<file path="src/bfia_pkg.sv">
// Types and codes for the best-fit interval allocator.
`timescale 1ns / 1ps
`default_nettype none
package bfia_pkg;

   localparam int SIZE_W = 21;
   localparam int OUT_ADDR_W = 20;
   localparam logic [SIZE_W-1:0] SIZE_MASK = '1;

   localparam logic [1:0] CMD_ALLOC = 2'd0;
   localparam logic [1:0] CMD_FREE  = 2'd1;
   localparam logic [1:0] CMD_MERGE = 2'd2;

   localparam logic [1:0] STS_OK   = 2'd0;
   localparam logic [1:0] STS_FAIL = 2'd1;
   localparam logic [1:0] STS_FULL = 2'd2;

   typedef struct packed {
      logic [1:0]            cmd;
      logic [SIZE_W-1:0]     req_size;
      logic [OUT_ADDR_W-1:0] free_start;
   } req_type;

   typedef struct packed {
      logic [1:0]            status;
      logic [OUT_ADDR_W-1:0] alloc_addr;
      logic [SIZE_W-1:0]     largest_free;
      logic [SIZE_W-1:0]     used_bytes;
   } rsp_type;

   typedef enum logic [8:0] {
      ST_INIT  = 9'b000000001,
      ST_IDLE  = 9'b000000010,
      ST_FIT   = 9'b000000100,
      ST_MOVE  = 9'b000001000,
      ST_SEL   = 9'b000010000,
      ST_SWAP  = 9'b000100000,
      ST_FLUSH = 9'b001000000,
      ST_CLOSE = 9'b010000000,
      ST_MAXS  = 9'b100000000
   } state_type;

endpackage
`default_nettype wire

</file>
<file path="src/best_fit_interval_allocator.sv">
// Best-fit free interval allocator with coalescing, table held in one RAM.
//
//  channel  ports                          handshake
//  command  start, busy, req_payload       taken when start && !busy
//  result   rsp_strobe, rsp_payload        one-cycle strobe, no backpressure
//  csr      csr_wr_en, csr_wr_data         heap_size, written on any enable
//
// A command is accepted in idle, then a closing max-size scan reads every stored
// interval; strobe and idle follow it. Allocate inserts a best-fit scan before it
// and, for an exact fit that is not the last entry, a move state that fills the
// slot from the last entry. Coalesce runs a selection sort over the RAM.
// The result receiver cannot stall.
// Reset loads the initial interval in the init state; busy is high meanwhile.
`timescale 1ns / 1ps
`default_nettype none
module best_fit_interval_allocator
   import bfia_pkg::*;
#(
   parameter int MAX_INTERVALS = 64,
   parameter int ADDR_BITS = 20
) (
   input  wire logic    clock,
   input  wire logic    reset,
   input  wire logic    start,
   output logic         busy,
   input  wire req_type req_payload,
   output logic         rsp_strobe,
   output rsp_type      rsp_payload,
   input  wire logic    csr_wr_en,
   input  wire logic [SIZE_W-1:0] csr_wr_data
);

   localparam int IW = $clog2(MAX_INTERVALS);
   localparam int CW = $clog2(MAX_INTERVALS + 1);
   localparam int SW = ((ADDR_BITS > SIZE_W) ? ADDR_BITS : SIZE_W) + 1;
   localparam int MW = SW + SIZE_W;
   localparam logic [SW-1:0] AMASK = (SW'(1) << ADDR_BITS) - SW'(1);
   localparam int FB = (ADDR_BITS < OUT_ADDR_W) ? ADDR_BITS : OUT_ADDR_W;
   localparam logic [SW-1:0] FMASK = (SW'(1) << FB) - SW'(1);
   localparam logic [SIZE_W:0] HLIM = (ADDR_BITS < SIZE_W) ?
      ((SIZE_W+1)'(1) << ADDR_BITS) : ((SIZE_W+1)'(1) << SIZE_W);
   localparam logic [CW-1:0] CMAX = CW'(MAX_INTERVALS);

   function automatic logic [SIZE_W-1:0] clamp_heap(input logic [SIZE_W-1:0] v);
      logic [SIZE_W-1:0] r;
      r = ({1'b0, v} > HLIM) ? HLIM[SIZE_W-1:0] : v;
      return r;
   endfunction

   localparam logic [SIZE_W-1:0] RST_HEAP = clamp_heap(SIZE_W'(65536));

   logic [MW-1:0] mem_ff [MAX_INTERVALS];
   logic [MW-1:0] rdata_ff;
   logic [IW-1:0] rd_addr;
   logic          wr_en;
   logic [IW-1:0] wr_addr;
   logic [MW-1:0] wr_data;

   state_type state_ff, state_in;
   logic [CW-1:0] ptr_ff, ptr_in;
   logic          rd_vld_ff, rd_vld_in;
   logic [IW-1:0] rd_idx_ff;
   logic [CW-1:0] count_ff, count_in;
   logic [SIZE_W-1:0] live_ff, live_in;
   logic [SIZE_W-1:0] req_ff, req_in;
   logic          found_ff, found_in;
   logic [SW-1:0] bst_ff, bst_in;
   logic [SIZE_W-1:0] bsz_ff, bsz_in;
   logic [IW-1:0] bidx_ff, bidx_in;
   logic          mvalid_ff, mvalid_in;
   logic [SW-1:0] mst_ff, mst_in;
   logic [SIZE_W-1:0] msz_ff, msz_in;
   logic [IW-1:0] midx_ff, midx_in;
   logic [MW-1:0] pval_ff, pval_in;
   logic          accv_ff, accv_in;
   logic [SW-1:0] ast_ff, ast_in;
   logic [SIZE_W-1:0] asz_ff, asz_in;
   logic [CW-1:0] p_ff, p_in;
   logic [CW-1:0] k_ff, k_in;
   logic [SIZE_W-1:0] max_ff, max_in;
   logic [1:0]    status_ff, status_in;
   logic [OUT_ADDR_W-1:0] addr_ff, addr_in;
   logic          rsp_strobe_ff, rsp_strobe_in;
   rsp_type       rsp_ff, rsp_in;

   logic [SW-1:0]     rd_st;
   logic [SIZE_W-1:0] rd_sz;
   logic              scanning;
   logic              scan_done;
   logic              adv;
   logic [CW-1:0]     p_nx;
   logic [SIZE_W:0]   live_sum;
   logic [SIZE_W-1:0] heap_cl;
   logic              can_merge;

   assign rd_st = rdata_ff[MW-1:SIZE_W];
   assign rd_sz = rdata_ff[SIZE_W-1:0];
   assign scanning = (state_ff == ST_FIT) || (state_ff == ST_SEL) || (state_ff == ST_MAXS);
   assign scan_done = scanning && (ptr_ff >= count_ff) && !rd_vld_ff;
   assign live_sum = {1'b0, live_ff} + {1'b0, req_ff};
   assign heap_cl = clamp_heap(csr_wr_data);
   assign p_nx = p_ff + CW'(1);
   assign can_merge = (({1'b0, ast_ff} + (SW+1)'(asz_ff)) == {1'b0, mst_ff}) &&
                      (({1'b0, asz_ff} + {1'b0, msz_ff}) <= {1'b0, SIZE_MASK});

   always_comb begin
      state_in = state_ff;
      ptr_in = ptr_ff;
      rd_vld_in = 1'b0;
      count_in = count_ff;
      live_in = live_ff;
      req_in = req_ff;
      found_in = found_ff;
      bst_in = bst_ff;
      bsz_in = bsz_ff;
      bidx_in = bidx_ff;
      mvalid_in = mvalid_ff;
      mst_in = mst_ff;
      msz_in = msz_ff;
      midx_in = midx_ff;
      pval_in = pval_ff;
      accv_in = accv_ff;
      ast_in = ast_ff;
      asz_in = asz_ff;
      p_in = p_ff;
      k_in = k_ff;
      max_in = max_ff;
      status_in = status_ff;
      addr_in = addr_ff;
      rsp_strobe_in = 1'b0;
      rsp_in = rsp_ff;
      rd_addr = ptr_ff[IW-1:0];
      wr_en = 1'b0;
      wr_addr = '0;
      wr_data = '0;
      adv = 1'b0;

      if (scanning && (ptr_ff < count_ff)) begin
         ptr_in = ptr_ff + CW'(1);
         rd_vld_in = 1'b1;
      end

      case (state_ff)
         ST_INIT: begin
            wr_en = 1'b1;
            wr_data = {SW'(0), RST_HEAP};
            state_in = ST_IDLE;
         end
         ST_IDLE: begin
            if (start) begin
               req_in = req_payload.req_size;
               status_in = STS_OK;
               addr_in = '0;
               ptr_in = '0;
               max_in = '0;
               case (req_payload.cmd)
                  CMD_ALLOC: begin
                     found_in = 1'b0;
                     state_in = ST_FIT;
                  end
                  CMD_FREE: begin
                     if (req_payload.req_size != '0) begin
                        if (count_ff >= CMAX) begin
                           status_in = STS_FULL;
                        end else begin
                           wr_en = 1'b1;
                           wr_addr = count_ff[IW-1:0];
                           wr_data = {SW'(req_payload.free_start) & FMASK,
                                      req_payload.req_size};
                           count_in = count_ff + CW'(1);
                           live_in = (live_ff > req_payload.req_size) ?
                                     live_ff - req_payload.req_size : '0;
                        end
                     end
                     state_in = ST_MAXS;
                  end
                  CMD_MERGE: begin
                     if (count_ff == '0) begin
                        state_in = ST_MAXS;
                     end else begin
                        p_in = '0;
                        k_in = '0;
                        accv_in = 1'b0;
                        mvalid_in = 1'b0;
                        state_in = ST_SEL;
                     end
                  end
                  default: begin
                     state_in = ST_MAXS;
                  end
               endcase
            end
         end
         ST_FIT: begin
            if (rd_vld_ff && (rd_sz >= req_ff) &&
                (!found_ff || (rd_sz < bsz_ff) || ((rd_sz == bsz_ff) && (rd_st < bst_ff)))) begin
               found_in = 1'b1;
               bst_in = rd_st;
               bsz_in = rd_sz;
               bidx_in = rd_idx_ff;
            end
            if (scan_done) begin
               ptr_in = '0;
               state_in = ST_MAXS;
               if (!found_ff) begin
                  status_in = STS_FAIL;
               end else begin
                  addr_in = OUT_ADDR_W'(bst_ff & AMASK);
                  live_in = live_sum[SIZE_W] ? SIZE_MASK : live_sum[SIZE_W-1:0];
                  if (bsz_ff == req_ff) begin
                     count_in = count_ff - CW'(1);
                     if (CW'(bidx_ff) != (count_ff - CW'(1))) begin
                        rd_addr = IW'(count_ff - CW'(1));
                        state_in = ST_MOVE;
                     end
                  end else begin
                     wr_en = 1'b1;
                     wr_addr = bidx_ff;
                     wr_data = {bst_ff + SW'(req_ff), bsz_ff - req_ff};
                  end
               end
            end
         end
         ST_MOVE: begin
            wr_en = 1'b1;
            wr_addr = bidx_ff;
            wr_data = rdata_ff;
            ptr_in = '0;
            state_in = ST_MAXS;
         end
         ST_SEL: begin
            if (rd_vld_ff) begin
               if (rd_idx_ff == p_ff[IW-1:0]) begin
                  pval_in = rdata_ff;
               end
               if (!mvalid_ff || (rd_st < mst_ff) || ((rd_st == mst_ff) && (rd_sz < msz_ff))) begin
                  mvalid_in = 1'b1;
                  mst_in = rd_st;
                  msz_in = rd_sz;
                  midx_in = rd_idx_ff;
               end
            end
            if (scan_done) begin
               state_in = ST_SWAP;
            end
         end
         ST_SWAP: begin
            if (midx_ff != p_ff[IW-1:0]) begin
               wr_en = 1'b1;
               wr_addr = midx_ff;
               wr_data = pval_ff;
            end
            if (!accv_ff) begin
               accv_in = 1'b1;
               ast_in = mst_ff;
               asz_in = msz_ff;
               adv = 1'b1;
            end else if (can_merge) begin
               asz_in = asz_ff + msz_ff;
               adv = 1'b1;
            end else begin
               state_in = ST_FLUSH;
            end
         end
         ST_FLUSH: begin
            wr_en = 1'b1;
            wr_addr = k_ff[IW-1:0];
            wr_data = {ast_ff, asz_ff};
            k_in = k_ff + CW'(1);
            ast_in = mst_ff;
            asz_in = msz_ff;
            adv = 1'b1;
         end
         ST_CLOSE: begin
            wr_en = 1'b1;
            wr_addr = k_ff[IW-1:0];
            wr_data = {ast_ff, asz_ff};
            count_in = k_ff + CW'(1);
            ptr_in = '0;
            state_in = ST_MAXS;
         end
         ST_MAXS: begin
            if (rd_vld_ff && (rd_sz > max_ff)) begin
               max_in = rd_sz;
            end
            if (scan_done) begin
               rsp_strobe_in = 1'b1;
               rsp_in.status = status_ff;
               rsp_in.alloc_addr = addr_ff;
               rsp_in.largest_free = max_ff;
               rsp_in.used_bytes = live_ff;
               state_in = ST_IDLE;
            end
         end
         default: begin
            state_in = ST_IDLE;
         end
      endcase

      if (adv) begin
         if (p_nx >= count_ff) begin
            state_in = ST_CLOSE;
         end else begin
            p_in = p_nx;
            ptr_in = p_nx;
            mvalid_in = 1'b0;
            state_in = ST_SEL;
         end
      end

      if (csr_wr_en) begin
         wr_en = 1'b1;
         wr_addr = '0;
         wr_data = {SW'(0), heap_cl};
         count_in = (heap_cl != '0) ? CW'(1) : '0;
         live_in = '0;
      end
   end

   always_ff @(posedge clock) begin
      if (wr_en) begin
         mem_ff[wr_addr] <= wr_data;
      end
      rdata_ff <= mem_ff[rd_addr];
   end

   always_ff @(posedge clock) begin
      if (reset) begin
         state_ff <= ST_INIT;
         rd_vld_ff <= 1'b0;
         count_ff <= CW'(1);
         live_ff <= '0;
         rsp_strobe_ff <= 1'b0;
      end else begin
         state_ff <= state_in;
         rd_vld_ff <= rd_vld_in;
         count_ff <= count_in;
         live_ff <= live_in;
         rsp_strobe_ff <= rsp_strobe_in;
      end
   end

   always_ff @(posedge clock) begin
      ptr_ff <= ptr_in;
      rd_idx_ff <= ptr_ff[IW-1:0];
      req_ff <= req_in;
      found_ff <= found_in;
      bst_ff <= bst_in;
      bsz_ff <= bsz_in;
      bidx_ff <= bidx_in;
      mvalid_ff <= mvalid_in;
      mst_ff <= mst_in;
      msz_ff <= msz_in;
      midx_ff <= midx_in;
      pval_ff <= pval_in;
      accv_ff <= accv_in;
      ast_ff <= ast_in;
      asz_ff <= asz_in;
      p_ff <= p_in;
      k_ff <= k_in;
      max_ff <= max_in;
      status_ff <= status_in;
      addr_ff <= addr_in;
      rsp_ff <= rsp_in;
   end

   assign busy = (state_ff != ST_IDLE);
   assign rsp_strobe = rsp_strobe_ff;
   assign rsp_payload = rsp_ff;

endmodule
`default_nettype wire

</file>
<file path="config.mk">
export PLATFORM = sky130hd
export DESIGN_NAME = best_fit_interval_allocator
export DESIGN_NICKNAME = d
export VERILOG_FILES = /design/src/bfia_pkg.sv /design/src/best_fit_interval_allocator.sv
export SDC_FILE = /design/constraint.sdc
export NUM_CORES = 2
export LEC_CHECK = 0
export ABC_AREA = 1
export BUFFER_PORTS_ARGS = -buffer_cell sky130_fd_sc_hd__buf_2
export CAP_MARGIN = 15
export CORE_ASPECT_RATIO = 2
export CORE_MARGIN = 2
export CORE_UTILIZATION = 40
export DETAILED_ROUTE_END_ITERATION = 8
export PLACE_DENSITY = 0.66
export SLEW_MARGIN = 5
export SYNTH_ARGS = -nofsm -noshare
export SYNTH_HDL_FRONTEND = slang
export SYNTH_SLANG_ARGS = --single-unit
</file>
<file path="constraint.sdc">
create_clock -name clock -period 15.72 [get_ports clock]
set_clock_uncertainty 0.05 [all_clocks]
set_input_delay 1.572 -clock clock [delete_from_list [all_inputs] [get_ports clock]]
set_output_delay 1.572 -clock clock [all_outputs]
set_load 0.02 [all_outputs]
</file>
[Word level (Yosys, flattened, before mapping)]
Memories as Yosys holds them, arrays and structs flattened. A register that Yosys moved wholly into a read port is not among the register bits.
Index checks and enable logic that the tools add are counted.
W data, S select, Z words.
Storage, ports and cells
  bits in registers: 381
  RAM bits: 2752
  bits of input ports: 68
  output and inout port bits: 66
  word-level logic and storage cells: 279
  memories: 1
Memory list
  mem_ff: depth 64, bits a word 43, read ports 1, clocked after Yosys merged registers in 1, write ports 1, line best_fit_interval_allocator.sv:52  | logic [MW-1:0] mem_ff [MAX_INTERVALS];
Operators by class
  $add $sub $neg: 12
  magnitude comparators: 13
  eq/ne operators: 47
  multiplexer cells: 127
  bitwise gates (word level): 1
  reduce and logical (&&, ||, !) cells: 49
Operator list (count)
  $mux W21: 13
  $pmux W43 S6: 1
  $mux W43: 5
  $mux W41: 4
  $mux W7: 22
  $pmux W21 S2: 3
  $mux W9: 11
  $mux W6: 14
  $pmux W9 S7: 1
  $mux W20: 3
  $add A21 B21 Y22: 2
  $lt A22 B22 Y1: 2
  $pmux W22 S2: 1
  $eq A21 B21 Y1: 2
  $gt A21 B21 Y1: 2
  $lt A21 B21 Y1: 2
  $pmux W7 S3: 2
  $reduce_bool A21 Y1: 2
  $sub A21 B21 Y21: 2
  $pmux W20 S2: 1
  $ne A3 B3 Y1 const B: 12
  $pmux W6 S5: 1
  $mux W1: 29
  $add A7 B1 Y7 const B: 4
  other kinds (53): 108

[Longest topological paths before layout]
  word-level depth: 10
  mapped depth: 25
  gate-level depth less buffers: 22

[Worst setup path after synthesis]
Ideal clock, no wire load.
  path kind: input to register
  from: in start
  to: mem mem_ff[32][0] in the netlist's numbering, enable pin
  library setup time: 0.497 ns
  data arrival time: 6.304 ns
  required time: 15.173 ns
  path slack: 8.869 ns
  cell stages on the path: 10
  buffers on the path: 0
  path through: inv_1 > nor2_2 > nand2_2 > inv_2 > a21oi_1 > o21ai_1 > nand2_1 > nor2_1 > nand3_1 > nor3_1
On the way
  longest elaborated chain between the ends: 5
  elaborated cells on any way between the ends: 8
  those cells by class: 8 x mux
RTL lines
  from (decl): line best_fit_interval_allocator.sv:24  | input wire logic start,
  $mux W1: line best_fit_interval_allocator.sv:150  | if (start) begin
  $pmux W1 S4: line best_fit_interval_allocator.sv:143  | case (state_ff)
  $mux W1: line best_fit_interval_allocator.sv:311  | if (csr_wr_en) begin
  $mux W1: line best_fit_interval_allocator.sv:321  | if (wr_en) begin
  $mux W1 (implied by the code): line best_fit_interval_allocator.sv:322  | mem_ff[wr_addr] <= wr_data;
  to (decl): line best_fit_interval_allocator.sv:52
Several ways; a longest one is shown, not always the timed one.

[Final worst setup path]
  from: reg count_ff[2]
  to: reg rdata_ff[26], read port of mem_ff
On the way
  longest elaborated chain between the ends: 7
  elaborated cells on any way between the ends: 10
  those cells by class: 1 x add/sub; 1 x order compare; 1 x eq/ne; 5 x mux; 2 x reduce/logical
RTL lines
  from (decl): line best_fit_interval_allocator.sv:63  | logic [CW-1:0] count_ff, count_in;
  from (signal assigned): line best_fit_interval_allocator.sv:337  | count_ff <= count_in;
  $sub A7 B1 Y7: line best_fit_interval_allocator.sv:213  | rd_addr = IW'(count_ff - CW'(1));
  $ne A6 B7 Y1: line best_fit_interval_allocator.sv:212  | if (CW'(bidx_ff) != (count_ff - CW'(1))) begin
  $mux W6: line best_fit_interval_allocator.sv:212
  $mux W6: line best_fit_interval_allocator.sv:210  | if (bsz_ff == req_ff) begin
  $mux W6: line best_fit_interval_allocator.sv:205  | if (!found_ff) begin
  $mux W6 (*): line best_fit_interval_allocator.sv:202  | if (scan_done) begin
  $mux W6 (*): line best_fit_interval_allocator.sv:143
  to (decl): line best_fit_interval_allocator.sv:53  | logic [MW-1:0] rdata_ff;
Every way passes the cells marked *; elsewhere a longest branch is shown, timed or not.
A chain may end at the register's enable or synchronous reset.

==> results by group <==
Synthesis
  • Post-synth EDFFs: 3073
  • Largest family of logic cells by synthesized area: simple AND/OR/NAND/NOR gates
  • Asr flop ratio synth: 0
  • Distinct cell type count after synthesis: 63
  • Top_reg_cell synth: edfxtp_1
  • Syn. warnings: 0
  • Mux contribution to synthesized area: 0.000145
  • Syn avg cell area: roughly 11 µm²
  • Mapped Area: 147000 µm²
  • Post-synthesis xor/xnor area fraction: 0.00640
  • Seq/Total Area, Yosys: 0.641
  • Post-Synth Simple-Gate Area: 0.227
  • Adder-cell area share of the yosys netlist: 0.0238
  • Syn Nets: 14100
  • Compound-Gate Fraction of Synth Area: 0.0264
  • Cells after Synth: 13700
  • Post-synthesis register bit count: 3176

Route
  • First-pass detailed-route iteration total: 9
  • Via-per-instance ratio: 5.61
  • WL/cell: ~26 µm
  • Total wire length: 482000 µm
  • Routed via count: 106000
  • Post-route ant nets: 0
  • Initial DRC Count: 14200
  • Residual DRC: 3

Worst hold path
  • Min-Delay Path Class: reg -> reg

Clock network
  • CTS Sinks: between 3000 and 4000
  • Max H-tree Level: 5
  • CTS root buffer: clkbuf_16
  • Clock-pin transition on the worst setup and hold timing paths: around 0.07 ns
  • CTS tree: built
  • Num CTS Buffers: slightly above 300
  • Hold_buf cts: 0
  • Post-CTS resize count: 0
  • CTS Buffer Depth: 4
  • Postcts setup bufs: 0
  • Clock Latency Late Sink: between 0.9 and 1 ns

Timing
  • Slew at the pin closest to its max-slew limit: 1.29 ns
  • Slew HR: 0.138
  • Post-route setup slack: a little over 7 ns
  • Fin crit share: 0.539
  • Slew Viols, Final: 0
  • RSZ-0062 raised after global routing: no
  • Post-layout min period: 8.47 ns
  • Hold slack: about 0.35 ns
  • Final Hold Vio Count: 0
  • TNS Setup: 0 ns
  • Max Fclk: 118 MHz
  • Setup violations, final: 0

Run
  • Max cap viols: 0

Outcome
  • Failing checks: design-rule violations
  • Status: finished, violations left

Floorplanning
  • Die width: ~430 µm
  • Chip height: 862 µm
  • Placement Rows: around 320
  • Initial core utilization: 0.401
  • Die area: approximately 370000 µm²
  • Core area: 367000 µm²
  • IO Count: 134

Finish
  • FF/Latch Area: 94300 µm²
  • Most common cell after layout, fill and taps aside: edfxtp_1
  • Nets: 14000
  • Layout cells sized above 1: 0.0712
  • Layout area overhead: 10.9%
  • Fillers: 33700
  • Most frequent cells in the layout: 3073 x edfxtp_1, 2822 x nand3_1, 2418 x nand2_1
  • Area of the multi-input gates: approximately 43000 µm²

Worst setup path
  • CP Capture Type: register
  • Critical Path RT: 16.49 ns
  • Critical path type: reg -> reg
  • Crit path max fanout: 214
  • Worst Setup Start Kind: register
  • WP data arrival: around 9.2 ns

Power and ir drop
  • Tot Pwr: approximately 0.022 W
  • Pwr/cell area: 132 nW/µm²
  • Peak VDD IR: 0.134 mV
  • Static leakage: 63.6 nW

Placement
  • Gpl congestion: approximately 0.99
  • DP HPWL: 278000 µm
  • Worst slack at placement: 7.50 ns
  • PortBufs: 133

Global route
  • Largest net degree at the start of global routing: approximately 220
  • Total grt overflow: 0
  • First-pass GRT wire length: 691000 µm
  • Vias in the first global route: 99600
  • GR Util All Layers: 0.251
  • Initial antenna violation count: 24
-- routing by layer --
| metal | track usage | share of wire | vias up |
|---|---|---|---|
| met2 | 0.403 | 0.46 | 5906 |
| met1 | 0.326 | 0.38 | 51500 |
| li1 | - | - | 47100 |
| met5 | 0 | 0.000048 | - |
| met3 | 0.0425 | 0.098 | 1116 |
| met4 | 0.131 | 0.059 | 4 |
-- path summary, 6_finish.rpt --
kind	start	slack, ns	depth (start not counted)	to
max	count_ff[2]	7.25	23	rdata_ff[26]
max reg2reg	count_ff[2]	7.25	23	rdata_ff[26]
min	ptr_ff[3]	0.35	0	rd_idx_ff[3]
min reg2reg	ptr_ff[3]	0.35	0	rd_idx_ff[3]
-- synthesized netlist by cell type (24+ instances only) --
cell type / instances / area, µm²
o211ai_1: 35 / 263
clkbuf_1: 183 / 687
nor2_1: 315 / 1180
inv_1: 1962 / 7360
buf_1: 56 / 210
a21oi_1: 290 / 1450
nand4_1: 55 / 344
nand3b_1: 1049 / 7880
dfxtp_1: 103 / 2060
buf_4: 33 / 248
buf_2: 499 / 2500
o21ai_0: 150 / 751
xor2_1: 73 / 639
edfxtp_1: 3073 / 92300
a22o_1: 24 / 210
nor3_1: 45 / 225
ha_1: 270 / 3380
nand2_1: 2420 / 9080
xnor2_1: 32 / 280
a221oi_1: 24 / 210
nand3_1: 2822 / 14100
-- stage by stage --
stage,instance area (µm²),util,std cells
after detailed placement,153000,0.417,18300
final,163000,0.445,18800
after floorplan,147000,-,13700
after CTS,163000,0.444,18800
after global routing,163000,0.445,18800
after global placement,153000,0.417,18300
-- flip-flops by register name (all words and copies together), names as in the netlist, 20 cells and up --
signal	flops
mem_ff	2752
rsp_payload	64
pval_ff	43
rdata_ff	43
ast_ff	22
bst_ff	22
mst_ff	22
asz_ff	21
bsz_ff	21
live_ff	21
max_ff	21
msz_ff	21
req_ff	21
addr_ff	20
-- critical path: stages, from the launching register on --
cell     delay (ns)
dfxtp_1        0.54
inv_1          0.20
ha_1           0.35
a21oi_1        0.15
nand2_1        0.07
nand2_1        0.07
nand3_1        0.14
nand2_1        0.31
nor2_4         0.10
nand3_4        0.20
nand2_8        0.44
nand2_8        0.81
buf_4          0.89
buf_12         0.65
buf_4          0.83
buf_12         0.72
nand2_1        0.10
nand2_1        0.11
nand2_1        0.05
nand3_1        0.11
nand3_1        0.08
nand3_1        0.12
nand3_1        0.35
nand2_1        0.18
-- power by group --
group | leakage [nW] | internal [W] | switching [W] | total [W]
Sequential | 29.4 | 0.00936 | 0.000201 | 0.00956
Clock | 4.80 | 0.00422 | 0.00324 | 0.00746
Combinational | 29.3 | 0.00127 | 0.00326 | 0.00453
-- area by class of cell --
class,instances,share of cell area
sequential,3176,0.578
multi-input combinational,7810,0.261
clock buffer,396,0.0507
inverter,1977,0.0457
tap,4913,0.0377
timing repair buffer,381,0.0164
clock inverter,149,0.00992
antenna,11,0.000169
-- cell families after synthesis --
group | after synthesis
flops | 3176
buf+inv | 2755
compound gates | 652
xor+xnor | 106
simple gates | 6774
mux | 2
fa+ha+maj | 276
Power figures use the tool's default switching activity.
